--- config.mk ---
export PLATFORM = sky130hd
export DESIGN_NAME = sct_front
export DESIGN_NICKNAME = d
export VERILOG_FILES = /design/src/sv/sct_pkg.sv /design/src/sv/sct_front.sv
export SDC_FILE = /design/constraint.sdc
export NUM_CORES = 1
export LEC_CHECK = 0
export BUFFER_PORTS_ARGS = -buffer_cell sky130_fd_sc_hd__buf_2
export CORE_UTILIZATION = 50
export DETAILED_ROUTE_END_ITERATION = 7
export PLACE_DENSITY_LB_ADDON = 0.3
export REMOVE_ABC_BUFFERS = 1
export SETUP_SLACK_MARGIN = 0.2
export SLEW_MARGIN = 40
export SYNTH_ARGS = -nofsm -noshare
export SYNTH_HDL_FRONTEND = slang
export SYNTH_SLANG_ARGS = --single-unit
--- constraint.sdc ---
create_clock -name clk -period 9.25 [get_ports clk]
set_input_delay 1.3875 -clock clk [delete_from_list [all_inputs] [get_ports clk]]
set_output_delay 1.3875 -clock clk [all_outputs]
set_load 0.1 [all_outputs]
--- src/sv/sct_pkg.sv ---
// shared constants and types for the segment crossing test block
package sct_pkg;

  localparam int unsigned SCT_COORD_BITS  = 16;
  localparam int unsigned SCT_QUEUE_DEPTH = 4;

  localparam logic SCT_MODE_CIRCLE  = 1'b0;
  localparam logic SCT_MODE_SEGMENT = 1'b1;

  // sign of a difference
  typedef struct packed {
    logic neg;
    logic zero;
  } sct_sign_t;

  // per-request decision state carried alongside the wide multiply
  typedef struct packed {
    logic      mode;
    logic      use_end;
    sct_sign_t sb;
    sct_sign_t se;
    logic      seg_hit;
  } sct_flags_t;

endpackage

--- src/sv/sct_front.sv ---
// front stage: takes requests, forms coordinate differences and shape flags
module sct_front #(
  parameter int unsigned COORD_BITS = sct_pkg::SCT_COORD_BITS,
  parameter int unsigned REC_W      = 10 * (COORD_BITS + 2) + COORD_BITS + 3
) (
  input  logic                         clk,
  input  logic                         rst,
  input  logic                         in_valid,
  output logic                         in_ready,
  input  logic                         mode,
  input  logic signed [COORD_BITS-1:0] seg_a_x,
  input  logic signed [COORD_BITS-1:0] seg_a_y,
  input  logic signed [COORD_BITS-1:0] seg_a_dx,
  input  logic signed [COORD_BITS-1:0] seg_a_dy,
  input  logic signed [COORD_BITS-1:0] other_x,
  input  logic signed [COORD_BITS-1:0] other_y,
  input  logic signed [COORD_BITS-1:0] other_dx,
  input  logic signed [COORD_BITS-1:0] other_dy,
  input  logic        [COORD_BITS-2:0] radius,
  output logic                         push_valid,
  input  logic                         push_ready,
  output logic [REC_W-1:0]             push_data
);

  localparam int unsigned E = COORD_BITS + 2;

  logic signed [E-1:0] ax, ay, vx, vy, ox, oy, wx, wy;
  logic signed [E-1:0] cx, cy, ex, ey, sx1, sy1;
  logic                az, wz, pz;
  logic                fv;
  logic [REC_W-1:0]    rec;

  assign ax = E'(seg_a_x);
  assign ay = E'(seg_a_y);
  assign vx = E'(seg_a_dx);
  assign vy = E'(seg_a_dy);
  assign ox = E'(other_x);
  assign oy = E'(other_y);
  assign wx = E'(other_dx);
  assign wy = E'(other_dy);

  assign cx  = ox - ax;
  assign cy  = oy - ay;
  assign ex  = vx - cx;
  assign ey  = vy - cy;
  assign sx1 = cx + wx;
  assign sy1 = cy + wy;
  assign az  = (seg_a_dx == '0) && (seg_a_dy == '0);
  assign wz  = (other_dx == '0) && (other_dy == '0);
  assign pz  = (cx == '0) && (cy == '0);

  assign in_ready   = !fv || push_ready;
  assign push_valid = fv;
  assign push_data  = rec;

  always_ff @(posedge clk) begin
    if (rst) begin
      fv <= 1'b0;
    end else if (in_ready) begin
      fv <= in_valid;
    end
  end

  always_ff @(posedge clk) begin
    if (in_ready && in_valid) begin
      rec <= {mode, az, wz, pz, radius, vx, vy, wx, wy, cx, cy, ex, ey, sx1, sy1};
    end
  end

endmodule

Word-level counts from Yosys, hierarchy flattened
Cells that the tools add are included.
{ "word_totals": {"register_bits": 200, "out_inout_bits": 201, "wordCells": 20} }
{ "classes": {"addsub": 6, "reduce_logical": 12} }
{ "ops": {"columns": ["cell", "n"], "rows": [
  ["16-bit zero test", 4],
  ["17-bit by 16-bit adder with 18-bit output", 2],
  ["18-bit zero test", 2],
  ["16-bit by 17-bit subtractor with 18-bit output", 2],
  ["16-bit by 16-bit subtractor with 17-bit output", 2],
  ["1-bit logical AND", 4],
  ["1-bit zero test", 1],
  ["1-bit logical OR", 1]
]} }

Depth between registers and ports, before layout
{ "logic_depth": {"depth_word": 3, "depth_mapped": 19, "mapped_depth_nobuf": 19} }

Worst setup path after synthesis
OpenSTA, ideal clock, no wires.
{ "synth_timing": {"kind": "input-to-reg", "startpoint": "input port push_ready", "endpoint": "register rec[0] (netlist: push_data[0]), enable pin", "setup_time_ps": 571, "arrival_ps": 6603, "required_ps": 8679, "path_slack_ps": 2076, "cell_stages": 2, "n_path_buf": 0, "cell_sequence": "nand2b_1 -> and2_1"} }
{ "synth_between": {"elab_chain_cells": 2} }
{ "synth_rtl": {"columns": ["element", "line_no", "rtl"], "rows": [
  ["from (decl)", "sct_front.sv:21", "input logic push_ready,"],
  ["1-bit logical OR", "sct_front.sv:52", "assign in_ready = !fv || push_ready;"],
  ["1-bit logical AND", "sct_front.sv:65", "if (in_ready && in_valid) begin"],
  ["to (signal assigned)", "sct_front.sv:66", "rec <= {mode, az, wz, pz, radius, vx, vy, wx, wy, cx, cy, ex, ey, sx1, sy1};"],
  ["to (decl)", "sct_front.sv:31", "logic [REC_W-1:0] rec;"]
]} }
Every way passes these cells.
A chain may end at the register's enable or synchronous reset.

Worst setup path after layout
{ "layout_timing": {"startpoint": "input port seg_a_y[4]", "endpoint": "register rec[51] (netlist: push_data[51]) (data pin)"} }
{ "layout_between": {"elab_chain_cells": 2} }
{ "layout_rtl": {"columns": ["element", "line_no", "rtl"], "rows": [
  ["from (decl)", "sct_front.sv:12", "input logic signed [COORD_BITS-1:0] seg_a_y,"],
  ["16-bit by 16-bit subtractor with 17-bit output", "sct_front.sv:43", "assign cy = oy - ay;"],
  ["16-bit by 17-bit subtractor with 18-bit output", "sct_front.sv:45", "assign ey = vy - cy;"],
  ["named net ey[15]", "sct_front.sv:28", "logic signed [E-1:0] cx, cy, ex, ey, sx1, sy1;"]
]} }
The timed path passes the listed nets, and every way through them passes these cells.

==> flow_summary.ini <==
[status]
status = finished clean

[setup_path]
critPathRequiredTime_ps = 9440
startpoint_type = input pin
arrival_ps = 5440
path_class = input pin to flip-flop
cp_slowest_stage_delay_ps = 440
ff2ff_path_depth = 3
worstReg2RegStart = push_valid
reg2reg_to = push_data[48]
crit_top_cell = a21oi_1
path_cells = buf_2 -> inv_1 -> ha_1 -> and2_1 -> a31oi_1 -> nand3b_1 -> a21o_1 -> a21oi_1 -> xor2_1 -> ha_1 -> or2_2 -> a21oi_1 -> a21oi_1 -> nor3_1 -> nor4_1 -> o211a_1 -> maj3_1 -> a211oi_1 -> nor2_1
cp_max_fo = 6
reg2reg_setup_slack_ps = 7100
endpoint_kind = flip-flop
critPathBufInv = 2
slowest_stage = xor2_1
cp_top_family = compound AO/OA/AOI/OAI gates

[final_layout]
seq_area_um2 = 5695
multi_input_area_um2 = 4652
num-fill-cells = 1694
final_area_um2 = 13480
num-nets-final = 1516
area_growth_pct = 24.51
final_layout_size_suffix_gt1_frac = 0.3172

[sta]
worst_pin_slew_ps = 748.9
period_needed_ps = 5245
min_period_over_period = 0.5670
max_slew_margin = 0.5007
skew_ps = 13.77
maxSlewViolCount = 0
hold_viol = 0
setup_tns_ps = 0
rsz0062_at_grt = no
max_clock_freq_mhz = 190.7
setup_violations = 0

[routing]
dr.pass1.iters = 5
vias = 8540
drtAntennaViolNets = 0
drt-wirelength-per-cell_um = 17.98
drc_errors = 0
initialDrtViolationCount = 398
drt-total-wl_mm = 28.12
viasPerCell = 5.460

[die]
initial_core_util = 0.5116
die_width_um = 149.1
dieArea_um2 = 22240
row_count = 53
fp.dieH_um = 149.1
coreArea_um2 = 21150
ios = 349

[yosys]
syn-cell-area_um2 = 10820
synthCells = 917
ys_seq_area_frac = 0.5262
ys_ff_latch = 190
yosysWarnings = 0
synth_edf_count = 189
postSynthAreaPerCell_um2 = 11.80
yosys_most_used_dff = edfxtp_1
synth.distinct_cells = 75
async_flop_share = 0

[worst_hold_path]
holdCritPathClass = flip-flop to flip-flop
hold_start = push_valid
min_to = push_valid
worstHoldPathCells = 2

[clock_network]
clock_latency_ps = 430
hold_buffers = 0
cts-root-buf = clkbuf_16
clkTransAtPathRegs_ps = 80
post_cts_buffers = 0
cts_buffer_depth = 2
cts_buffers = 17
cts_tree = done
htreeDepth = 4
post_cts_resized = 0
clkSinkCount = 190

[global_route]
grt_first_pass_wirelength_mm = 41.39
grt_start_max_net_pins = 86
gr-total-overflow = 0
antenna_found_initial = 7
first_global_vias = 7902
track_usage = 0.2485

[placed_design]
dp_hpwl_mm = 22.31
gp_congestion = 0.8919
place_area_um2 = 12820
io_buffers = 348

[pwr]
power.density_nw_per_um2 = 272.6
vdd_drop_max_v = 0.0001632
power.leakage_nw = 5.991

[job]
cap_viol_max_count = 0
## placed cells by master (no fill, tap or decap), drive strengths merged, types with 13 or more instances in the layout
master | synthesis | final
xnor2 | 49 | 49
ha | 92 | 92
buf | 12 | 350
nor2 | 73 | 73
nor3 | 20 | 20
nor2b | 14 | 14
a21o | 15 | 15
a21oi | 58 | 58
nor4 | 20 | 20
nand2 | 23 | 23
inv | 99 | 107
o21ai | 33 | 33
edfxtp | 189 | 189
nand3 | 13 | 13
clkbuf | 4 | 17
xor2 | 19 | 19
o21a | 19 | 19
o21bai | 13 | 13
## power breakdown
group          total (mW)  switching, mW  internal [mW]  leakage, nW
Combinational        1.73           1.35          0.388         3.84
Sequential           1.15         0.0295           1.12         1.84
Clock               0.787          0.369          0.418        0.310
Total                3.67           1.74           1.93         5.99
## flip-flops by register name, summed over array words and instances, names as in the netlist
register,flops
push_data,189
push_valid,1
## area by class of cell
cell class	count	share of cell area
diodes	6	0.001114
clock buffers	17	0.03157
clock inverters	15	0.01569
inverters	99	0.02758
multi-input cells	612	0.3452
flip-flops and latches	190	0.4227
well taps	275	0.02553
repair buffers	350	0.1306
## tightest hold or removal path, delay by kind of cell (launching register included)
kind,cells,cell delay (ps)
AO/OA/AOI/OAI,1,80
flip-flops,1,320
AND/OR/NAND/NOR,1,100
## cells by family (layout without fill, tap and decap cells)
| family | Yosys count | count (layout) | synth area share |
|---|---|---|---|
| flops | 190 | 190 | 0.5262 |
| mux | 3 | 3 | 0.003006 |
| xor+xnor | 68 | 68 | 0.05642 |
| compound gates | 213 | 213 | 0.1394 |
| buf+inv | 115 | 481 | 0.04416 |
| simple gates | 226 | 226 | 0.1095 |
| fa+ha+maj | 102 | 102 | 0.1213 |
| other cells | 0 | 6 | 0 |
## synth_stat cells, types with 3 or more instances
library cell | count | area (µm²)
nand2b_1 | 12 | 75.07
o31a_1 | 7 | 61.31
ha_1 | 92 | 1151
o21a_1 | 19 | 142.6
o21bai_1 | 13 | 97.59
fa_1 | 6 | 120.1
clkbuf_1 | 4 | 15.01
nor3_1 | 19 | 95.09
a21oi_1 | 55 | 275.3
o2111ai_1 | 6 | 52.55
or4_1 | 3 | 22.52
buf_4 | 10 | 75.07
nand2_1 | 23 | 86.33
a2111oi_0 | 3 | 26.28
inv_1 | 99 | 371.6
xnor2_1 | 47 | 411.6
a21oi_2 | 3 | 26.28
nor2b_1 | 12 | 75.07
a21o_1 | 15 | 112.6
nor2_1 | 73 | 274.0
nand3b_1 | 4 | 30.03
and2_1 | 6 | 37.54
xor2_1 | 19 | 166.4
o21ai_1 | 3 | 15.01
o211ai_1 | 4 | 30.03
or3_1 | 6 | 37.54
o211a_1 | 7 | 70.07
and3_1 | 7 | 43.79
nand3_1 | 13 | 65.06
a211oi_1 | 7 | 52.55
o21ai_0 | 30 | 150.1
a211o_1 | 3 | 26.28
edfxtp_1 | 189 | 5675
maj3_1 | 3 | 30.03
a31oi_1 | 6 | 37.54
or2_2 | 5 | 31.28
o31ai_1 | 5 | 37.54
nand4_1 | 11 | 68.82
nor4_1 | 20 | 125.1
o41ai_1 | 6 | 52.55
## per-layer routing
metal	wire, µm	vias to the layer above	track usage
met5	10	-	0
met4	798	2	0.1036
met1	11500	4010	0.2966
met3	1777	43	0.05199
met2	14030	339	0.4340
li1	-	4146	-
## worst max-delay path by stage
stage                     startpoint       endpoint  cells after the start
after floorplan           push_ready   push_data[0]                      2
after global placement    seg_a_y[4]  push_data[51]                     19
after detailed placement  seg_a_y[4]  push_data[51]                     19
after CTS                 seg_a_x[0]  push_data[70]                     17
after global routing      seg_a_y[1]  push_data[51]                     19
final                     seg_a_y[4]  push_data[51]                     19
## stage by stage
step	util	instances	setup slack, ps	hold slack [ps]	total power [mW]
finish	0.6370	1564	4005	530.6	3.674
global route	0.6367	1561	3799	571.8	3.814
CTS	0.6363	1558	4075	522.3	3.688
detailed placement	0.6062	1526	3632	509.7	2.900
global placement	0.6060	1526	3678	499.4	2.876
floorplan	-	901	2076	1457	2.602
No activity file was read; power rests on OpenSTA's default activity.
