$ cat config.mk
export PLATFORM = sky130hd
export DESIGN_NAME = sct_queue
export DESIGN_NICKNAME = d
export VERILOG_FILES = /design/src/sv/sct_pkg.sv /design/src/sv/sct_queue.sv
export SDC_FILE = /design/constraint.sdc
export NUM_CORES = 1
export LEC_CHECK = 0
export ABC_AREA = 1
export BUFFER_PORTS_ARGS = -buffer_cell sky130_fd_sc_hd__buf_2
export CAP_MARGIN = 5
export CORE_MARGIN = 1.5
export CORE_UTILIZATION = 55
export CTS_BUF_LIST = sky130_fd_sc_hd__clkbuf_2
export DETAILED_ROUTE_END_ITERATION = 6
export PLACE_DENSITY_LB_ADDON = 0.15
export SETUP_SLACK_MARGIN = 0.2
export SKIP_CTS_REPAIR_TIMING = 1
export SYNTH_ARGS = -nofsm -noshare
export SYNTH_HDL_FRONTEND = slang
export SYNTH_SLANG_ARGS = --single-unit
$ cat constraint.sdc
create_clock -name clk -period 2.3 [get_ports clk]
set_clock_uncertainty 0.15 [all_clocks]
set_input_delay 0.115 -clock clk [delete_from_list [all_inputs] [get_ports clk]]
set_output_delay 0.115 -clock clk [all_outputs]
set_load 0.05 [all_outputs]
$ cat src/sv/sct_pkg.sv
// shared constants and types for the segment crossing test block
package sct_pkg;

  localparam int unsigned SCT_COORD_BITS  = 16;
  localparam int unsigned SCT_QUEUE_DEPTH = 4;

  localparam logic SCT_MODE_CIRCLE  = 1'b0;
  localparam logic SCT_MODE_SEGMENT = 1'b1;

  // sign of a difference
  typedef struct packed {
    logic neg;
    logic zero;
  } sct_sign_t;

  // per-request decision state carried alongside the wide multiply
  typedef struct packed {
    logic      mode;
    logic      use_end;
    sct_sign_t sb;
    sct_sign_t se;
    logic      seg_hit;
  } sct_flags_t;

endpackage

$ cat src/sv/sct_queue.sv
// small fifo between the front and back stages
module sct_queue #(
  parameter int unsigned WIDTH = 8,
  parameter int unsigned DEPTH = sct_pkg::SCT_QUEUE_DEPTH
) (
  input  logic             clk,
  input  logic             rst,
  input  logic             push_valid,
  output logic             push_ready,
  input  logic [WIDTH-1:0] push_data,
  output logic             pop_valid,
  input  logic             pop_ready,
  output logic [WIDTH-1:0] pop_data
);

  localparam int unsigned AW = (DEPTH > 1) ? $clog2(DEPTH) : 1;
  localparam int unsigned CW = $clog2(DEPTH + 1);

  logic [WIDTH-1:0] mem [DEPTH];
  logic [AW-1:0]    wr_ptr, rd_ptr;
  logic [CW-1:0]    count;
  logic             push, pop;

  assign push_ready = (count != CW'(DEPTH));
  assign pop_valid  = (count != '0);
  assign pop_data   = mem[rd_ptr];
  assign push       = push_valid && push_ready;
  assign pop        = pop_valid && pop_ready;

  always_ff @(posedge clk) begin
    if (rst) begin
      wr_ptr <= '0;
      rd_ptr <= '0;
      count  <= '0;
    end else begin
      if (push) begin
        wr_ptr <= (wr_ptr == AW'(DEPTH - 1)) ? '0 : wr_ptr + 1'b1;
      end
      if (pop) begin
        rd_ptr <= (rd_ptr == AW'(DEPTH - 1)) ? '0 : rd_ptr + 1'b1;
      end
      if (push && !pop) begin
        count <= count + 1'b1;
      end else if (pop && !push) begin
        count <= count - 1'b1;
      end
    end
  end

  always_ff @(posedge clk) begin
    if (push) begin
      mem[wr_ptr] <= push_data;
    end
  end

endmodule

* Yosys cells after proc, flatten, opt, wreduce, memory -nomap -nowiden
Memory sizes are Yosys's and may differ from the RTL's. A register that Yosys moved wholly into a read port is not among the register bits.
Index checks and enable logic that the tools add are counted.
** Word-level totals
- Memory bits (writable) :: 32
- Word-level logic and storage cells :: 27
- Bits in registers :: 7
- Input bits :: 12
- Memories :: 1
** Operators by class
- Reductions and logical operators :: 8
- Multiplexer cells :: 8
- Add/subtract/negate cells :: 4
- Equal/unequal tests :: 3
** Memories
- mem :: depth 4, bits a word 8, rd ports 1, clocked after memory_dff 1, write ports 1, RTL line sct_queue.sv:19 : logic [WIDTH-1:0] mem [DEPTH];
** Operator list (count)
- $mux 2 :: 4
- $mux 3 :: 2
- $add 2x1->2 const B :: 2
- $eq 2x2->1 const B :: 2
- $logic_and 1x1->1 :: 4
- $add 3x1->3 const B :: 1
- $ne 3x3->1 const B :: 1
- $reduce_bool 3->1 :: 1
- $sub 3x1->3 const B :: 1
- $logic_not 1->1 :: 2
- $mux 1 :: 2
- $reduce_bool 2->1 :: 1

* Logic depth before layout (Yosys ltp)
- Depth in word-level cells :: 6
- Mapped depth :: 13
- Gate-level depth less buffers :: 13

* Worst setup path after synthesis
Ideal clock, no wire load.
- Path kind :: reg2reg
- Start point :: register count[1]
- End point :: register count[1]
- Setup slack :: 0.253 ns
- Path buffers :: 0
- Stages on the path, launching flop included :: 10
- Arrival :: 1.781 ns
- Setup time :: 0.116 ns
- Path through :: dfxtp_1 nor2_2 nand2_2 nand2_2 inv_1 ha_1 inv_1 fa_1 o21ai_0 nor2_1
** Between the ends
- Cells in the longest elaborated chain, start to end :: 5
- Elaborated cells on any way between the ends :: 13
** Ends and longest elaborated chain
- start, declared :: RTL line sct_queue.sv:21 : logic [CW-1:0] count;
- start signal, assigned :: RTL line sct_queue.sv:43 : count <= count + 1'b1;
- start signal, assigned :: RTL line sct_queue.sv:45 : count <= count - 1'b1;
- $ne 3x3->1 (*) :: RTL line sct_queue.sv:24 : assign push_ready = (count != CW'(DEPTH));
- named net push_ready :: RTL line sct_queue.sv:9 : output logic push_ready,
- $logic_and 1x1->1 (*) :: RTL line sct_queue.sv:27 : assign push = push_valid && push_ready;
- named net push :: RTL line sct_queue.sv:22 : logic push, pop;
- $logic_not 1->1 :: RTL line sct_queue.sv:44 : end else if (pop && !push) begin
- $logic_and 1x1->1 :: RTL line sct_queue.sv:44
- $reduce_bool 2->1 (no source line)
The timed path passes the listed nets; every way through them passes the cells marked *. The select of a mux whose other input is x is not followed.
A chain may end at the register's enable or synchronous reset.

* Worst setup path in the final report
- Start point :: register count[1]
- End point :: register count[1]
** Between the ends
- Cells in the longest elaborated chain, start to end :: 5
- Elaborated cells on any way between the ends :: 13
** Ends and longest elaborated chain (RTL line)
- $ne 3x3->1 (*) :: sct_queue.sv:24
- $logic_and 1x1->1 (*) :: sct_queue.sv:27
- named net push :: sct_queue.sv:22
- $logic_not 1->1 :: sct_queue.sv:44
- $logic_and 1x1->1 :: sct_queue.sv:44
- $reduce_bool 2->1 (no source line)
Marks and branches as above.

==> impl_summary.log <==
INFO  metric status = finished, final reports clean
INFO  metric detailroute.via_count = 1122
INFO  metric ys_seq_area_share = 67.3%
INFO  metric asyncSetResetFlopFracSynth = 0%
INFO  metric postRouteAntennaNets = 0
INFO  metric predominant_post_synthesis_flop_cell = sky130_fd_sc_hd__edfxtp_1
INFO  metric synth_largest_type_area_fraction = a little under three fifths
INFO  metric grt_antenna_before_repair = 0
INFO  metric antenna_cells_inserted = 0
INFO  metric maxCapViolCount = 0
INFO  metric port_buffers = 21
INFO  metric post-route-drc-count = 0
INFO  metric hold_viol_final = 0
INFO  metric syn-num-nets = 164
INFO  metric setup.worst_path.class = reg -> reg
INFO  metric rrSetupSlack = approximately 0.33 ns
INFO  metric register_area = 0.00114 sq mm
INFO  metric worst_ir_drop_vdd = roughly 800 uV
INFO  metric drtPass1Iterations = 4
INFO  metric post-route-period-util = a little under nine tenths
INFO  metric postSynthCellCount = about 150
INFO  metric max_stage_delay_cell_worst_path = sky130_fd_sc_hd__fa_1
INFO  metric io-pin-count = 22
INFO  metric timing.critical_path.buf_inv = 2
INFO  metric crit_path_end_kind = register
INFO  metric worst_ep_required_time = about 2.4 ns
INFO  metric rsz0062_at_grt = no
INFO  metric drt_wl_total = 2900 microns
INFO  metric fill_count = about 220
INFO  metric category_of_cells_accounting_for_the_largest_share_of_critical_path_delay = adder cells
INFO  metric yosysWarningCount = 0
INFO  metric drtIter0Drc = 15
INFO  metric globalRouteOverflowTotal = 0
INFO  metric final.setup.tns = 0 ns
INFO  metric maxClockFrequency = 508 MHz
INFO  metric coreArea = about 0.0029 sq mm
INFO  metric crit_path_cell_trace = nor2_2 > nand2_2 > nand2_2 > inv_1 > ha_1 > inv_1 > fa_1 > o21ai_0 > nor2_1
INFO  metric area_used_by_multi_input_combinational_logic = between 400 and 500 sq um
INFO  metric layout_common_cells = 32 x sky130_fd_sc_hd__nor2_1, 32 x sky130_fd_sc_hd__edfxtp_1, 21 x sky130_fd_sc_hd__buf_2
INFO  metric wire_per_inst = 13.2 microns
INFO  metric maxSlewViolCount = 0
INFO  metric nets = ~210
INFO  metric viasPerCell = 5.12
INFO  metric worstSkewPairLatency = ~0.36 ns
INFO  metric rr_endpoint = count[1]
INFO  metric ctsHtreeMaxLevel = 2
INFO  metric synth_top_cells_by_area = sky130_fd_sc_hd__edfxtp_1 57%, sky130_fd_sc_hd__dfxtp_1 11%, sky130_fd_sc_hd__nor2_1 7.1%, sky130_fd_sc_hd__ha_1 4.4%, sky130_fd_sc_hd__o21ai_0 3.8%
INFO  metric lkg_pwr = between 0.8 and 0.9 nW
INFO  metric worst_max_slew_margin_expressed_relative_to_the_limit = slightly below 80%
INFO  metric die_height = 58.5 microns
INFO  metric critPathMaxFanout = 7
INFO  metric worst_hold_path_type = in -> reg
INFO  metric post_synthesis_register_bit_count = 41
INFO  metric detailedPlacementHpwl = 1940 microns
INFO  metric clock_sinks = 41
INFO  metric post_route_cells_drive_above_1_share = a little under a quarter
INFO  metric tritoncts = done
INFO  metric largest_net_degree_at_the_start_of_global_routing = 17
INFO  metric cts-root-buf = sky130_fd_sc_hd__clkbuf_2
INFO  metric post_synth_edffs = 32
INFO  metric clk_slew_on_worst_s_h_paths = 0.18 ns
INFO  metric reg2regPathDepth = 9
INFO  metric gp_routability_congestion = 0.786
INFO  metric rows = 19
INFO  metric post_synth_top_area_cell = sky130_fd_sc_hd__edfxtp_1
INFO  metric cts_buffers = 5
INFO  metric postSynthAreaPerCell = roughly 12 sq um
INFO  metric timing.hold.worst.start = rst
INFO  metric fin_util = between 70% and 80%
INFO  metric timing.critical_path.slowest_cell_delay = 0.41 ns
INFO  metric gr-usage-all-layers = between 10% and 20%
INFO  metric syn-cell-area = 0.00170 sq mm
INFO  metric start_util = 59.5%
INFO  metric die_x = 58.5 microns
INFO  metric layout_min_cycle_time = ~2.0 ns
INFO  metric design.die.area = about 0.0034 sq mm
INFO  metric max-clock-path-buffers = 2
INFO  metric area_growth_syn_to_layout = 18.5%
INFO  metric hold-path-endpoint = count[0]
INFO  metric yosysUniqueCellTypes = 20
INFO  metric total_power_per_unit_cell_area = 1150 mW/mm^2
INFO  metric final_count_of_negative_setup_slack_endpoints = 0
INFO  metric worst-path-stages = 9
INFO  metric grt_pass1_vias = slightly below 1000
INFO  metric rr_startpoint = count[1]
INFO  metric startpoint_type = register
INFO  metric placed_area = ~0.0019 sq mm
INFO  metric post_route_cell_area = 0.00201 sq mm
INFO  metric worst_slew_pin_slew = around 0.34 ns
INFO  metric min_delay_path_depth = 3
INFO  metric arrival = 2.11 ns
INFO  metric global_route_wire_length_before_repair = approximately 4300 microns
[metal layers]
layer  wire length, microns  up-vias  track usage, %
met3                     99        2            5.93
li1                       -      581               -
met4                     23        0            3.99
met5                      0        -               0
met1                   1210      517            19.6
met2                   1570       22            32.3
[worst min-delay path, stage by stage]
cell and delay [ns]:
sky130_fd_sc_hd__dlygate4sd3_1 0.52, sky130_fd_sc_hd__buf_2 0.10, sky130_fd_sc_hd__nor2_1 0.04
[sequential cells by signal, summed over array words and instances (netlist names), named ones only]
name    count
count       3
mem        32
wr_ptr      2
rd_ptr      2
[per-stage QoR]
| step | instances | hold WS, ns | worst slack (ns) | power [mW] |
|---|---|---|---|---|
| 3_3_place_gp | 200 | 0.137 | 0.391 | 1.99 |
| 3_5_place_dp | 200 | 0.141 | 0.358 | 2.02 |
| 5_1_grt | 219 | 0.233 | 0.211 | 2.46 |
| 2_1_floorplan | 145 | 0.0374 | 0.253 | 1.80 |
| 6_report | 219 | 0.271 | 0.330 | 2.31 |
| 4_1_cts | 208 | -0.298 | 0.300 | 2.32 |
[cell usage after synthesis (2+ instances only)]
cell type and number:
sky130_fd_sc_hd__a21oi_1 2, sky130_fd_sc_hd__dfxtp_1 9, sky130_fd_sc_hd__nand2_1 11, sky130_fd_sc_hd__nor2_1 32
sky130_fd_sc_hd__o21ai_2 3, sky130_fd_sc_hd__inv_1 15, sky130_fd_sc_hd__o22ai_1 8, sky130_fd_sc_hd__nand2_2 3
sky130_fd_sc_hd__buf_6 2, sky130_fd_sc_hd__nand3b_1 2, sky130_fd_sc_hd__ha_1 6, sky130_fd_sc_hd__o21ai_0 13
sky130_fd_sc_hd__edfxtp_1 32
[power breakdown]
part / leakage [nW] / switching, mW / internal [mW]
Clock: 0.0332 / 0.203 / 0.0899
Sequential: 0.368 / 0.0841 / 0.920
Combinational: 0.420 / 0.730 / 0.287
Total: 0.822 / 1.02 / 1.30
[cell families after synthesis]
family | share of synthesized area (%)
and+or+nand+nor | 12.5
buffers and inverters | 4.87
DFF | 67.3
AOI/OAI and AO/OA | 9.22
adders and majority gates | 5.60
xor gates and xnor gates | 0.516
[area by class of cell]
type                       instances  share of cell area, %
sequential                        41                   56.9
multi-input combinational         86                   23.6
timing repair buffer              37                   12.6
inverter                          16                   2.99
clock buffer                       8                   1.99
tap                               31                   1.93
[worst max path at each step]
stage | from | end | slack, ns
4_1_cts | register | pop_data[1] | 0.30
2_1_floorplan | count[1] | count[1] | 0.25
3_3_place_gp | count[1] | count[1] | 0.39
3_5_place_dp | count[1] | count[1] | 0.36
6_report | count[1] | count[1] | 0.33
5_1_grt | register | pop_data[7] | 0.21
(Power assumes the default switching activity.)
